### src/rtl/mm_pkg.sv
// ---------------------------------------------------------------------------
// mm_pkg: shared types and constants for the matrix multiply block
// operation codes, register indexes, field widths and the load bus
// ---------------------------------------------------------------------------
package mm_pkg;

   localparam int DEFAULT_MAX_DIM = 8;

   localparam int VAL_W = 16;   // Q8.8 element
   localparam int PROD_W = 32;  // Q16.16 product
   localparam int SUM_W = 35;   // Q19.16 dot product
   localparam int POS_W = 3;    // row and col fields
   localparam int CFG_W = 4;    // shape registers
   localparam int CSR_IDX_W = 2;

   typedef enum logic [1:0] {
      OP_LOAD_A = 2'd0,
      OP_LOAD_B = 2'd1,
      OP_RUN    = 2'd2
   } op_type;

   typedef enum logic [CSR_IDX_W-1:0] {
      CSR_ROWS_A     = 2'd0,
      CSR_INNER_SIZE = 2'd1,
      CSR_COLS_B     = 2'd2
   } csr_index_type;

   localparam logic [CFG_W-1:0] CFG_RESET = 4'd8;

   // element load broadcast to every cell
   typedef struct packed {
      logic                    a_we;
      logic                    b_we;
      logic [POS_W-1:0]        row;
      logic [POS_W-1:0]        col;
      logic signed [VAL_W-1:0] value;
   } load_type;

endpackage

### src/rtl/mm_cell.sv
// ---------------------------------------------------------------------------
// mm_cell: one multiply-accumulate cell of the dot-product chain
// holds column K of A and row K of B; when K is below the inner size, adds A[i][K]*B[K][j] to the passing sum
// ---------------------------------------------------------------------------
module mm_cell
   import mm_pkg::*;
#(
   parameter int MAX_DIM = DEFAULT_MAX_DIM,
   parameter int K = 0
) (
   input  logic                            clock,
   input  logic                            reset,
   input  load_type                        load,
   input  logic                            advance,
   input  logic [$clog2(MAX_DIM+1)-1:0]    nk,
   input  logic                            tok_valid_in,
   input  logic [$clog2(MAX_DIM)-1:0]      tok_i_in,
   input  logic [$clog2(MAX_DIM)-1:0]      tok_j_in,
   input  logic                            tok_last_in,
   input  logic signed [SUM_W-1:0]         tok_sum_in,
   output logic                            tok_valid_out,
   output logic [$clog2(MAX_DIM)-1:0]      tok_i_out,
   output logic [$clog2(MAX_DIM)-1:0]      tok_j_out,
   output logic                            tok_last_out,
   output logic signed [SUM_W-1:0]         tok_sum_out
);

   localparam int IDX_W = $clog2(MAX_DIM);

   logic signed [VAL_W-1:0] a_col_ff [MAX_DIM];
   logic signed [VAL_W-1:0] b_row_ff [MAX_DIM];

   logic                    valid_ff, valid_in;
   logic [IDX_W-1:0]        i_ff, j_ff;
   logic                    last_ff;
   logic signed [SUM_W-1:0] sum_ff, sum_in;
   logic signed [PROD_W-1:0] prod;
   logic                    active;

   always_ff @(posedge clock) begin
      if (load.a_we && (32'(load.col) == K)) begin
         a_col_ff[IDX_W'(load.row)] <= load.value;
      end
      if (load.b_we && (32'(load.row) == K)) begin
         b_row_ff[IDX_W'(load.col)] <= load.value;
      end
   end

   always_comb begin
      active = (32'(nk) > K);
      prod = a_col_ff[tok_i_in] * b_row_ff[tok_j_in];
      sum_in = active ? (tok_sum_in + SUM_W'(prod)) : tok_sum_in;
      valid_in = advance ? tok_valid_in : valid_ff;
   end

   always_ff @(posedge clock) begin
      if (reset) begin
         valid_ff <= 1'b0;
      end else begin
         valid_ff <= valid_in;
      end
   end

   always_ff @(posedge clock) begin
      if (advance) begin
         i_ff <= tok_i_in;
         j_ff <= tok_j_in;
         last_ff <= tok_last_in;
         sum_ff <= sum_in;
      end
   end

   assign tok_valid_out = valid_ff;
   assign tok_i_out = i_ff;
   assign tok_j_out = j_ff;
   assign tok_last_out = last_ff;
   assign tok_sum_out = sum_ff;

endmodule

### config.mk
export PLATFORM = sky130hd
export DESIGN_NAME = mm_cell
export DESIGN_NICKNAME = d
export VERILOG_FILES = /design/src/rtl/mm_pkg.sv /design/src/rtl/mm_cell.sv
export SDC_FILE = /design/constraint.sdc
export NUM_CORES = 1
export LEC_CHECK = 0
export BUFFER_PORTS_ARGS = -buffer_cell sky130_fd_sc_hd__buf_2
export CAP_MARGIN = 20
export CORE_MARGIN = 2
export CORE_UTILIZATION = 60
export CTS_BUF_LIST = sky130_fd_sc_hd__clkbuf_8 sky130_fd_sc_hd__clkbuf_16
export DETAILED_ROUTE_END_ITERATION = 12
export HOLD_SLACK_MARGIN = 0.12
export MAX_ROUTING_LAYER = met4
export PLACE_DENSITY = 0.88
export REMOVE_ABC_BUFFERS = 1
export SETUP_SLACK_MARGIN = 0.02
export SLEW_MARGIN = 20
export SYNTH_ARGS = -nofsm -noshare
export SYNTH_HDL_FRONTEND = slang
export SYNTH_SLANG_ARGS = --single-unit
export TNS_END_PERCENT = 20
### constraint.sdc
create_clock -name clock -period 13.9 [get_ports clock]
set_input_delay 2.78 -clock clock [delete_from_list [all_inputs] [get_ports clock]]
set_output_delay 2.78 -clock clock [all_outputs]
set_load 0.03 [all_outputs]
# [Word level (Yosys, flattened, before mapping)]
# Memory sizes are Yosys's and may differ from the RTL's.
# Cells that the tools add are included.
[op_classes] order_cmp=1 n_mux=5 n_reduce_logical=4 add_sub_neg=1 mul=1
[op_table] operator="$add 35x32->35" n=1
[op_table] operator="$mux 35" n=1
[op_table] operator="$mul 16x16->32" n=1
[op_table] operator="$logic_not 3->1" n=2
[op_table] operator="$gt 4x1->1 const B" n=1
[op_table] operator="$mux 1" n=4
[op_table] operator="$logic_and 1x1->1" n=2
[word_totals] memories=2 input_bits=74 register_bits=43 mem_bits_rw=256
[mem_list] memory="a_col_ff" words=8 width=16 rd=1 rd_clocked_by_memory_dff=0 write_ports=1 line="mm_cell.sv:30" source="logic signed [VAL_W-1:0] a_col_ff [MAX_DIM];"
[mem_list] memory="b_row_ff" words=8 width=16 rd=1 rd_clocked_by_memory_dff=0 write_ports=1 line="mm_cell.sv:31" source="logic signed [VAL_W-1:0] b_row_ff [MAX_DIM];"

# [Logic depth before layout (Yosys ltp)]
[logic_depth] word_depth=4 ltp_mapped=28 depth_no_buf=24

# [Worst setup path after synthesis]
# OpenSTA, ideal clock, no wires.
[synth_path] path_type="input to register" startpoint="in tok_i_in[0]" endpoint="reg sum_ff[31], in the netlist tok_sum_out[31] (data pin)" setup_ns=0.270 t_arrival_ns=9.527 required_time_ns=13.630 slack_ns=4.102 path_buffers=3 cell_stages=25 path_cell_list="buf_2 > buf_2 > buf_2 > mux4_2 > mux2i_1 > nor2_1 > fa_1 > inv_1 > fa_1 > fa_1 > inv_1 > fa_1 > fa_1 > inv_1 > fa_1 > inv_1 > ha_1 > a21oi_1 > nor2b_1 > o41ai_1 > o22ai_1 > a311o_1 > a41oi_1 > xor2_1 > a21oi_1"
[synth_between] elab_chain_cells=4
[synth_lines] item="from (decl)" line="mm_cell.sv:17" source="input logic [$clog2(MAX_DIM)-1:0] tok_i_in,"
[synth_lines] item="$mem_v2 8x16"
[synth_lines] item="$mul 16x16->32" line="mm_cell.sv:51" source="prod = a_col_ff[tok_i_in] * b_row_ff[tok_j_in];"
[synth_lines] item="$add 35x32->35" line="mm_cell.sv:52" source="sum_in = active ? (tok_sum_in + SUM_W'(prod)) : tok_sum_in;"
[synth_lines] item="$mux 35" line="mm_cell.sv:52"
[synth_lines] item="net sum_in[31]" line="mm_cell.sv:36" source="logic signed [SUM_W-1:0] sum_ff, sum_in;"
[synth_lines] item="to (signal assigned)" line="mm_cell.sv:69" source="sum_ff <= sum_in;"
[synth_lines] item="to (decl)" line="mm_cell.sv:36"
# The timed path passes the listed nets, and every way through them passes these cells.
# A chain may end at the register's enable or synchronous reset.

# [Worst setup path in the final report]
[layout_path] startpoint="in tok_i_in[1]" endpoint="reg sum_ff[32], in the netlist tok_sum_out[32] (data pin)"
# The elaborated chain is that of the path after synthesis.

==> metrics.md <==
| Metric | Value |
|---|---|
| Crit end category | register |
| Critical path's top delay family | adder cells |
| CP peak stage delay | 870 ps |
| CTS buffer count | 30 |
| Fin area | 25100 µm² |
| Least-Margin Pin Slew | 1120 ps |
| PortBufs | 116 |
| Cell mode on critical path | fa_1 |
| Fin util | 66.7% |
| Filler Cell Count | 2527 |
| CTS tree | yes |
| Max clock buf depth | 3 |
| Most frequent cells in the layout | 368 x inv_1, 310 x fa_1, 298 x edfxtp_1 |
| Setup Fix Bufs, Post-CTS | 0 |
| RePlAce Congestion | 0.956 |
| Kind of critical path | in2reg |
| Inst Count DP | 2393 |
| Post-Synth Adder-Cell Area | 32.9% |
| Average size of a mapped cell | 12.6 µm² |
| Max FO, Critical Path | 33 |
| Ys Warns | 0 |
| Clk slew on worst S/H paths | 60 ps |
| Tot GR Track Use | 31.1% |
| CP bufs+invs | 6 |
| Pin count of the biggest net entering global routing | 45 |
| Asr flop ratio synth | 0% |
| Xor and xnor area share after synthesis | 1.42% |
| Sequential area share after synthesis | 39.3% |
| Synth Flop Type | edfxtp_1 |
| Largest family of logic cells by synthesized area | adder cells |
| Non-Filler Instances | 2454 |
| Relative slew slack | 25.5% |
| Layout cell share with drive strength beyond 1 | 15.0% |
| Hold Crit Endpoint | tok_valid_out$_SDFFE_PP0P_ |
| Die Y-Extent | 199 µm |
| Htree depth | 1 |
| CTS hold repair buffers | 0 |
| Post-route setup TNS | 0 ps |
| Nets | 2403 |
| Initial antenna violation count | 4 |
| Hold Crit Depth | 2 |
| Reg2reg setup slack | 6020 ps |
| 1st-iter DRT viols | 1491 |
| Max Cap Viol | 0 |
| Root buf cell | clkbuf_16 |
| EDFF count, synth | 298 |
| Critical path data arrival time | 10630 ps |
| Row cnt | 71 |
| Clock Sinks | 299 |
| Multi-input gate area | 12400 µm² |
| Stages on worst setup path | 23 |
| RSZ-0062 raised after global routing | no |
| Critical Path, Cell by Cell | buf_2 -> mux4_2 -> mux2_2 -> inv_2 -> nor2_1 -> inv_1 -> fa_1 -> inv_1 -> fa_1 -> fa_1 -> fa_1 -> fa_1 -> inv_1 -> fa_1 -> inv_1 -> ha_1 -> a21o_1 -> a21o_1 -> a2111oi_0 -> nor3_1 -> a221oi_1 -> xnor2_1 -> o21ai_1 |
| Overflow after GRT | 0 |
| Status | finished clean |
| DRT Pass-1 Iters | 7 |
| Area Growth Syn to Fin | 9.76% |
| Die Area | 39600 µm² |
| Multiplexer area fraction after synthesis | 8.69% |
| Most common cell after layout, fill and taps aside | inv_1 |
| Die X | 199 µm |
| IO Count | 117 |
| Simple-gate share of the synthesized area | 7.21% |
| Number of remaining DRC errors | 0 |
| Synth Area in Compound Gates | 3.57% |
| Setup Viol. Count Final | 0 |
| Max Freq | 97.1 MHz |
| CTS resizes | 0 |
| Syn Inst Count | 1806 |
| Dpl cell area | 24000 µm² |
| Initial Utilization | 60.8% |
| Core area | 37600 µm² |
| R2R cell count | 22 |
| Reg area | 8970 µm² |
| Synthesized flop and latch total | 299 |
| Tcrit/Tclk final | 74.1% |
| Number of global-route vias before repair | 15.9k |
| Req. time, crit path | 14240 ps |
| DP HPWL | 40.1 mm |
| Crit path launch type | input port |
| WL/cell | 23.0 µm |
| Total wire length | 56.5 mm |
| R2R Path End | tok_sum_out[32]$_DFFE_PP_ |
| Vias | 14.7k |
| HP Class | reg2reg |
| Synthesized area | 22800 µm² |
| Via density | 5.99 |
| Final hold viol count | 0 |
| Min cycle time layout | 10300 ps |
| Slowest stage cell, crit path | fa_1 |
| Clock latency on the worst-skew pair | 620 ps |
| First-pass GRT wire length | 88.4 mm |
| DRT antenna net count | 0 |
| Startpoint of the worst hold path | tok_valid_out$_SDFFE_PP0P_ |
| Max Slew Vio Count | 0 |
| Critical register-to-register path startpoint | a_col_ff[1][9]$_DFFE_PP_ |
| Library cells used by synthesis | 55 |
| Worst Skew | 36.7 ps |
flip-flops by register name (all words and copies together), names as in the netlist:
name	cells
tok_i_out	3
tok_j_out	3
tok_sum_out	35
b_row_ff	128
a_col_ff	128
tok_last_out	1
tok_valid_out	1
cells in the mapped netlist (20+ instances only):
master | number | area share, %
a21oi_1 | 42 | 0.92
clkbuf_1 | 43 | 0.71
edfxtp_1 | 298 | 39
fa_1 | 310 | 27
ha_1 | 104 | 5.7
inv_1 | 366 | 6.0
mux2_2 | 23 | 1.1
mux2i_1 | 27 | 1.2
mux4_2 | 64 | 6.3
nand2_1 | 157 | 2.6
nor2_1 | 176 | 2.9
o21ai_0 | 23 | 0.50
xnor2_1 | 20 | 0.77
metal layers:
layer  wire, µm  share of wire (%)  global-route usage (%)
met2      28200                 50                    51.1
met5          0                  0                       -
met1      20300                 36                    37.5
met3       4980                8.8                    6.14
met4       3000                5.3                    14.5
kinds of logic (layout without fill, tap and decap cells):
family / count (synthesis) / in the layout
buf+inv: 419 / 552
fa+ha+maj: 414 / 414
simple gates: 397 / 397
flops: 299 / 299
compound gates: 127 / 127
mux: 115 / 115
xor+xnor: 35 / 35
other cells: 0 / 4
worst min-delay path: stages (launching register included):
cell and delay (ps):
dfxtp_1 330, mux2i_1 70, nor2_1 70
how the worst max path moves through the flow:
stage,startpoint,end,slack (ps)
after CTS,tok_i_in[0],tok_sum_out[32]$_DFFE_PP_,3390
after global routing,tok_i_in[0],tok_sum_out[34]$_DFFE_PP_,3170
final,tok_i_in[1],tok_sum_out[32]$_DFFE_PP_,3600
after detailed placement,tok_i_in[0],tok_sum_out[32]$_DFFE_PP_,2820
after floorplan,tok_j_in[0],tok_sum_out[32]$_DFFE_PP_,4500
after global placement,tok_i_in[0],tok_sum_out[32]$_DFFE_PP_,3050
per-stage QoR:
stage	hold slack [ps]	worst slack, ps
floorplan	630	4500
detailed placement	498	2820
global route	532	3170
CTS	514	3390
global placement	475	3050
finish	502	3600
cell type report:
type	instances	share of cell area, %
diodes	4	0.0399
clock buffers	30	3.00
clock inverters	26	1.00
inverters	367	5.50
multi-input cells	1088	49.4
flip-flops and latches	299	35.8
well taps	511	2.55
repair buffers	129	2.76
Power is left out: the tool's default activity adds up to more than one toggle a clock period on the data nets, which glitch-free logic cannot reach.
