### config.mk
export PLATFORM = sky130hd
export DESIGN_NAME = mm_issue
export DESIGN_NICKNAME = d
export VERILOG_FILES = /design/src/rtl/mm_pkg.sv /design/src/rtl/mm_issue.sv
export SDC_FILE = /design/constraint.sdc
export NUM_CORES = 1
export LEC_CHECK = 0
export BUFFER_PORTS_ARGS = -buffer_cell sky130_fd_sc_hd__buf_2
export CORE_AREA = 2 2 39 41
export CTS_BUF_LIST = sky130_fd_sc_hd__clkbuf_8
export CTS_CLUSTER_SIZE = 14
export DETAILED_ROUTE_END_ITERATION = 16
export DIE_AREA = 0 0 41 43
export PLACE_DENSITY = 0.69
export SLEW_MARGIN = 10
export SYNTH_ARGS = -nofsm -noshare
export SYNTH_HDL_FRONTEND = slang
export SYNTH_SLANG_ARGS = --single-unit
export TNS_END_PERCENT = 5
### constraint.sdc
create_clock -name clock -period 3.98 [get_ports clock]
set_input_delay 0.796 -clock clock [delete_from_list [all_inputs] [get_ports clock]]
set_output_delay 0.796 -clock clock [all_outputs]
set_load 0.02 [all_outputs]
### src/rtl/mm_pkg.sv
// ---------------------------------------------------------------------------
// mm_pkg: shared types and constants for the matrix multiply block
// operation codes, register indexes, field widths and the load bus
// ---------------------------------------------------------------------------
package mm_pkg;

   localparam int DEFAULT_MAX_DIM = 8;

   localparam int VAL_W = 16;   // Q8.8 element
   localparam int PROD_W = 32;  // Q16.16 product
   localparam int SUM_W = 35;   // Q19.16 dot product
   localparam int POS_W = 3;    // row and col fields
   localparam int CFG_W = 4;    // shape registers
   localparam int CSR_IDX_W = 2;

   typedef enum logic [1:0] {
      OP_LOAD_A = 2'd0,
      OP_LOAD_B = 2'd1,
      OP_RUN    = 2'd2
   } op_type;

   typedef enum logic [CSR_IDX_W-1:0] {
      CSR_ROWS_A     = 2'd0,
      CSR_INNER_SIZE = 2'd1,
      CSR_COLS_B     = 2'd2
   } csr_index_type;

   localparam logic [CFG_W-1:0] CFG_RESET = 4'd8;

   // element load broadcast to every cell
   typedef struct packed {
      logic                    a_we;
      logic                    b_we;
      logic [POS_W-1:0]        row;
      logic [POS_W-1:0]        col;
      logic signed [VAL_W-1:0] value;
   } load_type;

endpackage

### src/rtl/mm_issue.sv
// ---------------------------------------------------------------------------
// mm_issue: result index sequencer
// walks the result elements in row-major order, one per advancing cycle
// ---------------------------------------------------------------------------
module mm_issue
   import mm_pkg::*;
#(
   parameter int MAX_DIM = DEFAULT_MAX_DIM
) (
   input  logic                            clock,
   input  logic                            reset,
   input  logic                            start,
   input  logic                            advance,
   input  logic [$clog2(MAX_DIM+1)-1:0]    nr,
   input  logic [$clog2(MAX_DIM+1)-1:0]    nc,
   output logic                            tok_valid,
   output logic [$clog2(MAX_DIM)-1:0]      tok_i,
   output logic [$clog2(MAX_DIM)-1:0]      tok_j,
   output logic                            tok_last
);

   localparam int IDX_W = $clog2(MAX_DIM);
   localparam int DIM_W = $clog2(MAX_DIM+1);

   logic             issuing_ff, issuing_in;
   logic [IDX_W-1:0] i_ff, i_in, j_ff, j_in;
   logic             row_end, col_end;

   always_comb begin
      col_end = ((DIM_W'(j_ff) + DIM_W'(1)) == nc);
      row_end = ((DIM_W'(i_ff) + DIM_W'(1)) == nr);
      issuing_in = issuing_ff;
      i_in = i_ff;
      j_in = j_ff;
      priority if (start) begin
         issuing_in = 1'b1;
         i_in = '0;
         j_in = '0;
      end else if (issuing_ff && advance) begin
         if (col_end) begin
            j_in = '0;
            i_in = i_ff + IDX_W'(1);
            if (row_end) begin
               issuing_in = 1'b0;
            end
         end else begin
            j_in = j_ff + IDX_W'(1);
         end
      end
   end

   always_ff @(posedge clock) begin
      if (reset) begin
         issuing_ff <= 1'b0;
         i_ff <= '0;
         j_ff <= '0;
      end else begin
         issuing_ff <= issuing_in;
         i_ff <= i_in;
         j_ff <= j_in;
      end
   end

   assign tok_valid = issuing_ff;
   assign tok_i = i_ff;
   assign tok_j = j_ff;
   assign tok_last = row_end && col_end;

endmodule

# Word level (Yosys, flattened, before mapping)
# Cells that the tools add are included.
# totals
ff_bits	7
input_bits	12
output_inout_bits	8
wordCells	22
# op_classes
addsub	4
n_eq_ne	2
n_mux	5
n_reduce_logical	8
# op_table
cell	count
adder 3 x 1 -> 4 bit, second input constant	2
== test 4 bit	2
adder 3 x 1 -> 3 bit, second input constant	2
nonzero test 2 bit	3
two-way mux 1 bit	4
two-way mux 3 bit	1
AND reduction 3 bit	1
logical AND 1 bit	2
AND reduction 2 bit	1
OR reduction 2 bit	1

# Logic depth before layout (Yosys ltp)
# Gate-level depths: netlist of run 1.
# depth
word_depth	6
ltp_mapped	5
depth_no_buf	5

# Worst setup path after synthesis of run 1
# OpenSTA, ideal clock, no wires.
# synth_path
kind	register -> output
from	register j_ff[0] (netlist: tok_j[0])
to	output port tok_last
arrival_time_ns	1.772
required_ns	3.184
slack_ns	1.412
path_stages_with_launch	5
path_buffers	0
path_cell_list	dfxtp_1 ha_1 xnor2_1 o2111ai_2 nor4_2
# synth_between
elab_chain_cells	3
# synth_rtl
element	line_no	rtl
start: declaration	mm_issue.sv:26	logic [IDX_W-1:0] i_ff, i_in, j_ff, j_in;
start signal: assignment	mm_issue.sv:60	j_ff <= j_in;
adder 3 x 1 -> 4 bit	mm_issue.sv:30	col_end = ((DIM_W'(j_ff) + DIM_W'(1)) == nc);
== test 4 bit	mm_issue.sv:30	
logical AND 1 bit	mm_issue.sv:67	assign tok_last = row_end && col_end;
end: declaration	mm_issue.sv:19	output logic tok_last
# No other way between the ends.

# Worst setup path after layout of run 1
# Same ends and word-level chain as after synthesis.

==> summary.txt, run 1 <==
# diodes -> 0
Post-CTS Hold Fix Bufs -> 0
Count of cell types in the netlist -> 22
Site Rows -> 14
Die width -> 41 um
CTS buffer count -> 3
Fmax -> 366.6 MHz
Synth-to-layout area growth -> 35.21%
IO buf count -> 19
Routed len/inst -> 11.16 um
Setup Skew -> 0.003329 ns
Area of the core -> 1384 sq um
Vias in the first global route -> 392
Hold Slack -> 0.5070 ns
Setup TNS -> 0 ns
Routed Antenna Nets -> 0
Critical path's slowest cell -> dfxtp_1
Buf+Inv Stages, Crit Path -> 1
Final Max Slew Viols -> 0
Via count -> 434
Final Critical Period -> 2.728 ns
Hold violation total from the final report -> 0
Largest fanout on the critical path -> 6
Internal power -> 0.1487 mW
Max Cap Viol -> 0
Die area -> 1763 sq um
Final period utilization -> 0.6854
Die height -> 43 um
Placed Instances -> 83
Post-DP HPWL -> 751.9 um
Design area -> 600.6 sq um
Lkg Pwr -> 0.2666 nW
Seq/Total Area, Yosys -> 0.3155
Post-CTS Resized -> 0
Share of cells above drive strength 1 -> 0.3380
TritonCTS clock tree -> built
VDD IR max -> 0.0001776 V
Slew @ Worst Pin -> 0.3150 ns
GRT overflow -> 0
Crit end category -> output pin
Critical Path RT -> 3.18 ns
Fin nets -> 86
Largest net degree at the start of global routing -> 7
Critical path's largest stage delay -> 0.43 ns
Synth Instances -> 49
Class of the worst hold path -> register to register
Crit path max-delay family -> flip-flops
Drt first-iter violations -> 7
Worst-path clk slew -> 0.04 ns
Switching share of total power -> 0.2268
H-Tree Depth -> 1
Post-Syn Nets -> 63
Startpoint Class -> register
RD Place Congestion -> 0.7538
Crit path kind -> register to output pin
Post-DP Area -> 555.5 sq um
Skew-Pair Late Insertion Delay -> 0.23 ns
Pre-CTS setup slack -> 1.305 ns
Non-Filler Instances -> 87
Clock Path Buffers -> 2
RSZ-0062 raised after global routing -> no
Status -> completed
Flop pwr share -> 0.379
Clk pwr share -> 0.509
Final routed DRC violation total -> 0
Net Switching -> 0.04363 mW
Pwr/cell area -> 320.2 nW/um^2
Setup violators final -> 0
# clock sinks -> 7
First-pass GRT wire length -> 1.628 mm
Ports -> 20
Flops & latches, synth -> 7
Initial Utilization -> 0.3210
WP data arrival -> 1.93 ns
Comb pwr share -> 0.112
GRT Util Overall -> 0.1367
Relative slew slack -> 0.7892
Initial antenna violation count -> 0
Synth Area per Inst -> 9.065 sq um
Via density -> 4.989
DRT Pass-1 Iters -> 2
Worst setup margin -> 1.252 ns
Critical-path cell list -> ha_1 -> xnor2_1 -> o2111ai_2 -> nor4_2 -> buf_2
Clk root buf -> clkbuf_8
Synth Warn # -> 0
Cell Area, Synth -> 444.2 sq um
Drt total wl -> 971 um
# Post-CTS Setup Buffers -> 0
==> final cells by class <==
class	count	area, sq um
flip-flops and latches	7	140.1
multi-input cells	40	296.5
well taps	16	20.02
inverters	1	3.754
clock inverters	1	3.754
fillers	145	783.3
repair buffers	19	95.09
clock buffers	3	41.29
==> logic make-up after synthesis <==
| family | Yosys count | synth area share |
|---|---|---|
| flops | 7 | 0.3155 |
| mux | 2 | 0.04507 |
| buf+inv | 2 | 0.01689 |
| xor+xnor | 10 | 0.2282 |
| simple gates | 19 | 0.2253 |
| compound gates | 7 | 0.1127 |
| fa+ha+maj | 2 | 0.05633 |
==> worst reg2reg max path: stages, from the launching register on <==
cell       delay (ns)
dfxtp_1          0.43
ha_1             0.29
xnor2_1          0.19
o2111ai_2        0.22
or3_1            0.41
a21oi_1          0.15
==> cell usage after synthesis <==
master / n / area share
mux2i_1: 2 / 0.045
nor3_1: 3 / 0.034
and4_1: 1 / 0.020
o21ai_0: 2 / 0.023
clkbuf_1: 1 / 0.0084
nand2_1: 6 / 0.051
xor2_1: 3 / 0.059
o2111ai_2: 1 / 0.034
nor4_2: 1 / 0.028
xnor3_1: 1 / 0.051
and2_1: 1 / 0.014
dfxtp_1: 7 / 0.32
a311oi_1: 1 / 0.020
or2_0: 1 / 0.014
or3_1: 2 / 0.028
xnor2_1: 6 / 0.12
nor2_1: 3 / 0.025
a21oi_1: 2 / 0.023
nand3_1: 1 / 0.011
a31oi_1: 1 / 0.014
ha_1: 2 / 0.056
inv_1: 1 / 0.0084
==> cell usage in the layout (no fill, tap or decap) <==
master     Yosys  layout
o2111ai_2      1       1
clkbuf_8       0       3
a21oi_1        2       2
xnor2_1        6       6
nand2_1        6       6
mux2i_1        2       2
nand3_1        1       1
nor2_1         3       3
o21ai_0        2       2
xnor3_1        1       1
dfxtp_1        7       7
buf_2          0      19
a31oi_1        1       1
a311oi_1       1       1
xor2_1         3       3
ha_1           2       2
nor4_2         1       1
and4_1         1       1
inv_1          1       2
or3_1          2       2
and2_1         1       1
nor3_1         3       3
or2_0          1       1
==> final timing paths <==
kind	depth (start not counted)	slack, ns	end	startpoint
min	2	0.51	tok_i[1]	tok_i[1]
min reg2reg	2	0.51	tok_i[1]	tok_i[1]
max	5	1.25	tok_last	tok_j[0]
max reg2reg	5	2.22	tok_i[0]	tok_j[0]
==> routing by layer <==
metal,GRT usage,wire length [um]
met1,0.1613,412
met3,0.03141,70
met5,0,0
met4,0.08000,25
met2,0.2125,463
==> metrics by stage <==
stage	util	power (mW)
6_report	0.4340	0.1923
5_1_grt	0.4340	0.2032
4_1_cts	0.4340	0.1958
3_5_place_dp	0.4014	0.09563
3_3_place_gp	0.4014	0.09539
2_1_floorplan	-	0.08630
==> flip-flops by register name, indices dropped and copies added (netlist names) <==
| signal | count |
|---|---|
| tok_i | 3 |
| tok_j | 3 |
| tok_valid | 1 |
==> power groups by stage <==
stage	Clock [mW]	Sequential, mW	Combinational [mW]
global placement	0	0.0740	0.0214
floorplan	0	0.0753	0.0110
finish	0.0979	0.0729	0.0216
global route	0.106	0.0730	0.0243
CTS	0.101	0.0729	0.0219
detailed placement	0	0.0740	0.0216
Power figures use the tool's default switching activity.
==> run 2: changes to the inputs <==
--- a/config.mk
+++ b/config.mk
@@ -5,13 +5,14 @@
 export SDC_FILE = /design/constraint.sdc
 export NUM_CORES = 1
 export LEC_CHECK = 0
+export ABC_AREA = 1
 export BUFFER_PORTS_ARGS = -buffer_cell sky130_fd_sc_hd__buf_2
 export CORE_AREA = 2 2 39 41
 export CTS_BUF_LIST = sky130_fd_sc_hd__clkbuf_8
 export CTS_CLUSTER_SIZE = 14
 export DETAILED_ROUTE_END_ITERATION = 16
 export DIE_AREA = 0 0 41 43
-export PLACE_DENSITY = 0.69
+export PLACE_DENSITY = 0.75
 export SLEW_MARGIN = 10
 export SYNTH_ARGS = -nofsm -noshare
 export SYNTH_HDL_FRONTEND = slang
==> constraint.sdc (replaced) <==
create_clock -name clock -period 2.82 [get_ports clock]
set_input_delay 0.564 -clock clock [delete_from_list [all_inputs] [get_ports clock]]
set_output_delay 0.564 -clock clock [all_outputs]
set_load 0.02 [all_outputs]
==> summary.txt, run 2 <==
Status -> completed
Initial Utilization -> 0.3770 (+0.05606)
CP dominant cell by count -> nand2_1
FF+latch area -> 140.1 sq um (unchanged)
Final Max Slew Viols -> 0 (unchanged)
Cell Area, Synth -> 521.8 sq um (+17%)
Share of cells above drive strength 1 -> 0.2589 (-0.07910)
Final Critical Period -> 2.299 ns
Routed len/inst -> 9.336 um (-16%)
Commonest non-fill, non-tap cells in the layout -> nand2_1, buf_2, inv_1
Critical-path cell list -> ha_1 -> inv_1 -> nand2_1 -> nand2_1 -> nand3_2 -> nand3b_1 -> nor3_1 -> buf_2
Synth Area per Inst -> 5.862 sq um (-35%)
GRT overflow -> 0 (unchanged)
Post-DP Area -> 636.9 sq um (+15%)
Class of the worst hold path -> register to register
Simple-gate share of the synthesized area -> 0.4820 (+0.2567)
Site Rows -> 14 (unchanged)
Clk root buf -> clkbuf_8
Compound-Gate Fraction of Synth Area -> 0.07674 (-0.03594)
Largest fanout on the critical path -> 8 (+2)
Mux contribution to synthesized area -> 0 (-0.04507)
Most common cell after layout, fill and taps aside -> nand2_1
Fin nets -> 127 (+48%)
DRT Pass-1 Iters -> 4 (+2)
EDFF count, synth -> 0 (unchanged)
Seq/Total Area, Yosys -> 0.2686 (-0.04691)
Setup TNS -> 0 ns (unchanged)
CTS buffer count -> 3 (unchanged)
Synth Instances -> 89 (+82%)
# diodes -> 0 (unchanged)
Share of the synthesized area in the top cell type -> 0.2686 (-0.04691)
Critical Path RT -> 2.26 ns (-0.92 ns)
Via density -> 4.883 (-2.1%)
Clock Path Buffers -> 2 (unchanged)
Post-CTS Hold Fix Bufs -> 0 (unchanged)
First-pass GRT wire length -> 1.656 mm (+1.7%)
Vias in the first global route -> 476 (+21%)
Critical path's slowest cell -> dfxtp_1
Ys flop type -> dfxtp_1
RSZ-0062 raised after global routing -> no
Drt total wl -> 1.195 mm (+23%)
Count of cell types in the netlist -> 19 (-14%)
Synth Warn # -> 0 (unchanged)
Area of the core -> 1384 sq um (unchanged)
Critical path's largest stage delay -> 0.43 ns (about the same)
Ports -> 20 (unchanged)
VDD IR max -> 0.0002787 V (+57%)
Startpoint Class -> register
Worst-path clk slew -> 0.04 ns (about the same)
Final Util -> 0.4928 (+0.05877)
Relative slew slack -> 0.8081 (+0.01892)
Initial antenna violation count -> 0 (unchanged)
Routed Antenna Nets -> 0 (unchanged)
Async S/R FF share, synth -> 0 (unchanged)
Setup Skew -> 0.001327 ns (-0.002002 ns)
Area occupied by multi-input gates -> 325.3 sq um (+9.7%)
Largest net degree at the start of global routing -> 9 (+2)
WP data arrival -> 1.73 ns (-0.20 ns)
Fmax -> 435.0 MHz
# clock sinks -> 7 (unchanged)
Synth-to-layout area growth -> 30.70%
Crit end category -> output pin
Max Cap Viol -> 0 (unchanged)
Post-synth top area cell -> dfxtp_1
Setup violators final -> 0 (unchanged)
Die height -> 43 um (unchanged)
Top post-synthesis cells by count -> nand2_1, inv_1, nor2_1
Skew-Pair Late Insertion Delay -> 0.23 ns (about the same)
Final routed DRC violation total -> 0 (unchanged)
Hold violation total from the final report -> 0 (unchanged)
RD Place Congestion -> 0.7748 (+2.8%)
IO buf count -> 19 (unchanged)
Fillers -> 148 (+2.1%)
Post-Syn Nets -> 103 (+63%)
Drt first-iter violations -> 8 (+1)
Pwr/cell area -> 416.6 nW/um^2 (+30%)
GRT Util Overall -> 0.1419 (+0.005168)
Most instantiated library cell after synthesis -> nand2_1
Post-Synth Adder-Cell Area -> 0.04796 (-0.008376)
Xor/xnor share of the synthesized area -> 0.01679 (-0.2114)
Main combinational cell family by area after synthesis -> simple AND/OR/NAND/NOR gates
Crit path kind -> register to output pin
Synth area leaders -> dfxtp_1, nand2_1, inv_1, nor2_1, nand3_1
Lkg Pwr -> 0.3635 nW (+36%)
# Post-CTS Setup Buffers -> 0 (unchanged)
Via count -> 625 (+44%)
Slew @ Worst Pin -> 0.2868 ns (-0.02828 ns)
Die width -> 41 um (unchanged)
H-Tree Depth -> 1 (unchanged)
Die area -> 1763 sq um (unchanged)
TritonCTS clock tree -> built
Flops & latches, synth -> 7 (unchanged)
Final period utilization -> 0.8151
Design area -> 681.9 sq um (+14%)
Post-CTS Resized -> 0 (unchanged)
==> run 2: final timing paths <==
check	startpoint	endpoint	slack (ns)	cells after the start
setup / recovery	tok_j[0]	tok_last	0.52	8
hold / removal	tok_valid	tok_valid	0.48	2
setup reg to reg	tok_j[0]	tok_j[1]	1.27	10
hold reg to reg	tok_valid	tok_valid	0.48	2
==> run 2: stage by stage <==
stage / power (mW) / setup slack [ns] / hold WS [ns] / cells
floorplan: 0.1309 / 0.5664 / 0.5417 / 89
global placement: 0.1452 / 0.8243 / 0.4602 / 124
detailed placement: 0.1468 / 0.7693 / 0.4760 / 124
CTS: 0.2894 / 0.5184 / 0.4734 / 128
global route: 0.3020 / 0.3852 / 0.4929 / 128
finish: 0.2841 / 0.5213 / 0.4788 / 128
==> run 2: area by class of cell <==
class / count / share of cell area
Clock inverter: 1 / 0.005505
Multi-Input combinational cell: 67 / 0.4771
Timing Repair Buffer: 19 / 0.1394
Sequential cell: 7 / 0.2055
Clock buffer: 3 / 0.06055
Inverter: 15 / 0.08257
Tap cell: 16 / 0.02936
==> run 2: where the power goes <==
part           leakage [nW]  total (mW)  switching (mW)  internal [mW]
logic                 0.280      0.0405          0.0233         0.0172
registers            0.0569       0.105         0.00293          0.102
clock network        0.0269       0.139          0.0446         0.0942
total                 0.363       0.284          0.0708          0.213
==> run 2: worst max-delay path: cells and delay by family, from the launching register on <==
kind | cells | cell delay, ns
AND/OR/NAND/NOR | 5 | 0.53
adder cells (fa/ha/maj) | 1 | 0.28
flip-flops | 1 | 0.43
buffers and inverters | 2 | 0.26
==> run 2: logic make-up after synthesis <==
logic type      after synthesis
xor+xnor                      1
simple gates                 56
flops                         7
compound gates                8
buf+inv                      15
fa+ha+maj                     2
==> run 2: per-layer routing <==
metal  track usage  up-vias  wire length [um]
met5             0        -                 0
met4        0.1200        0                40
met3       0.03141        5                60
met2        0.2438       17               562
met1        0.1262      279               532
li1              -      324                 -
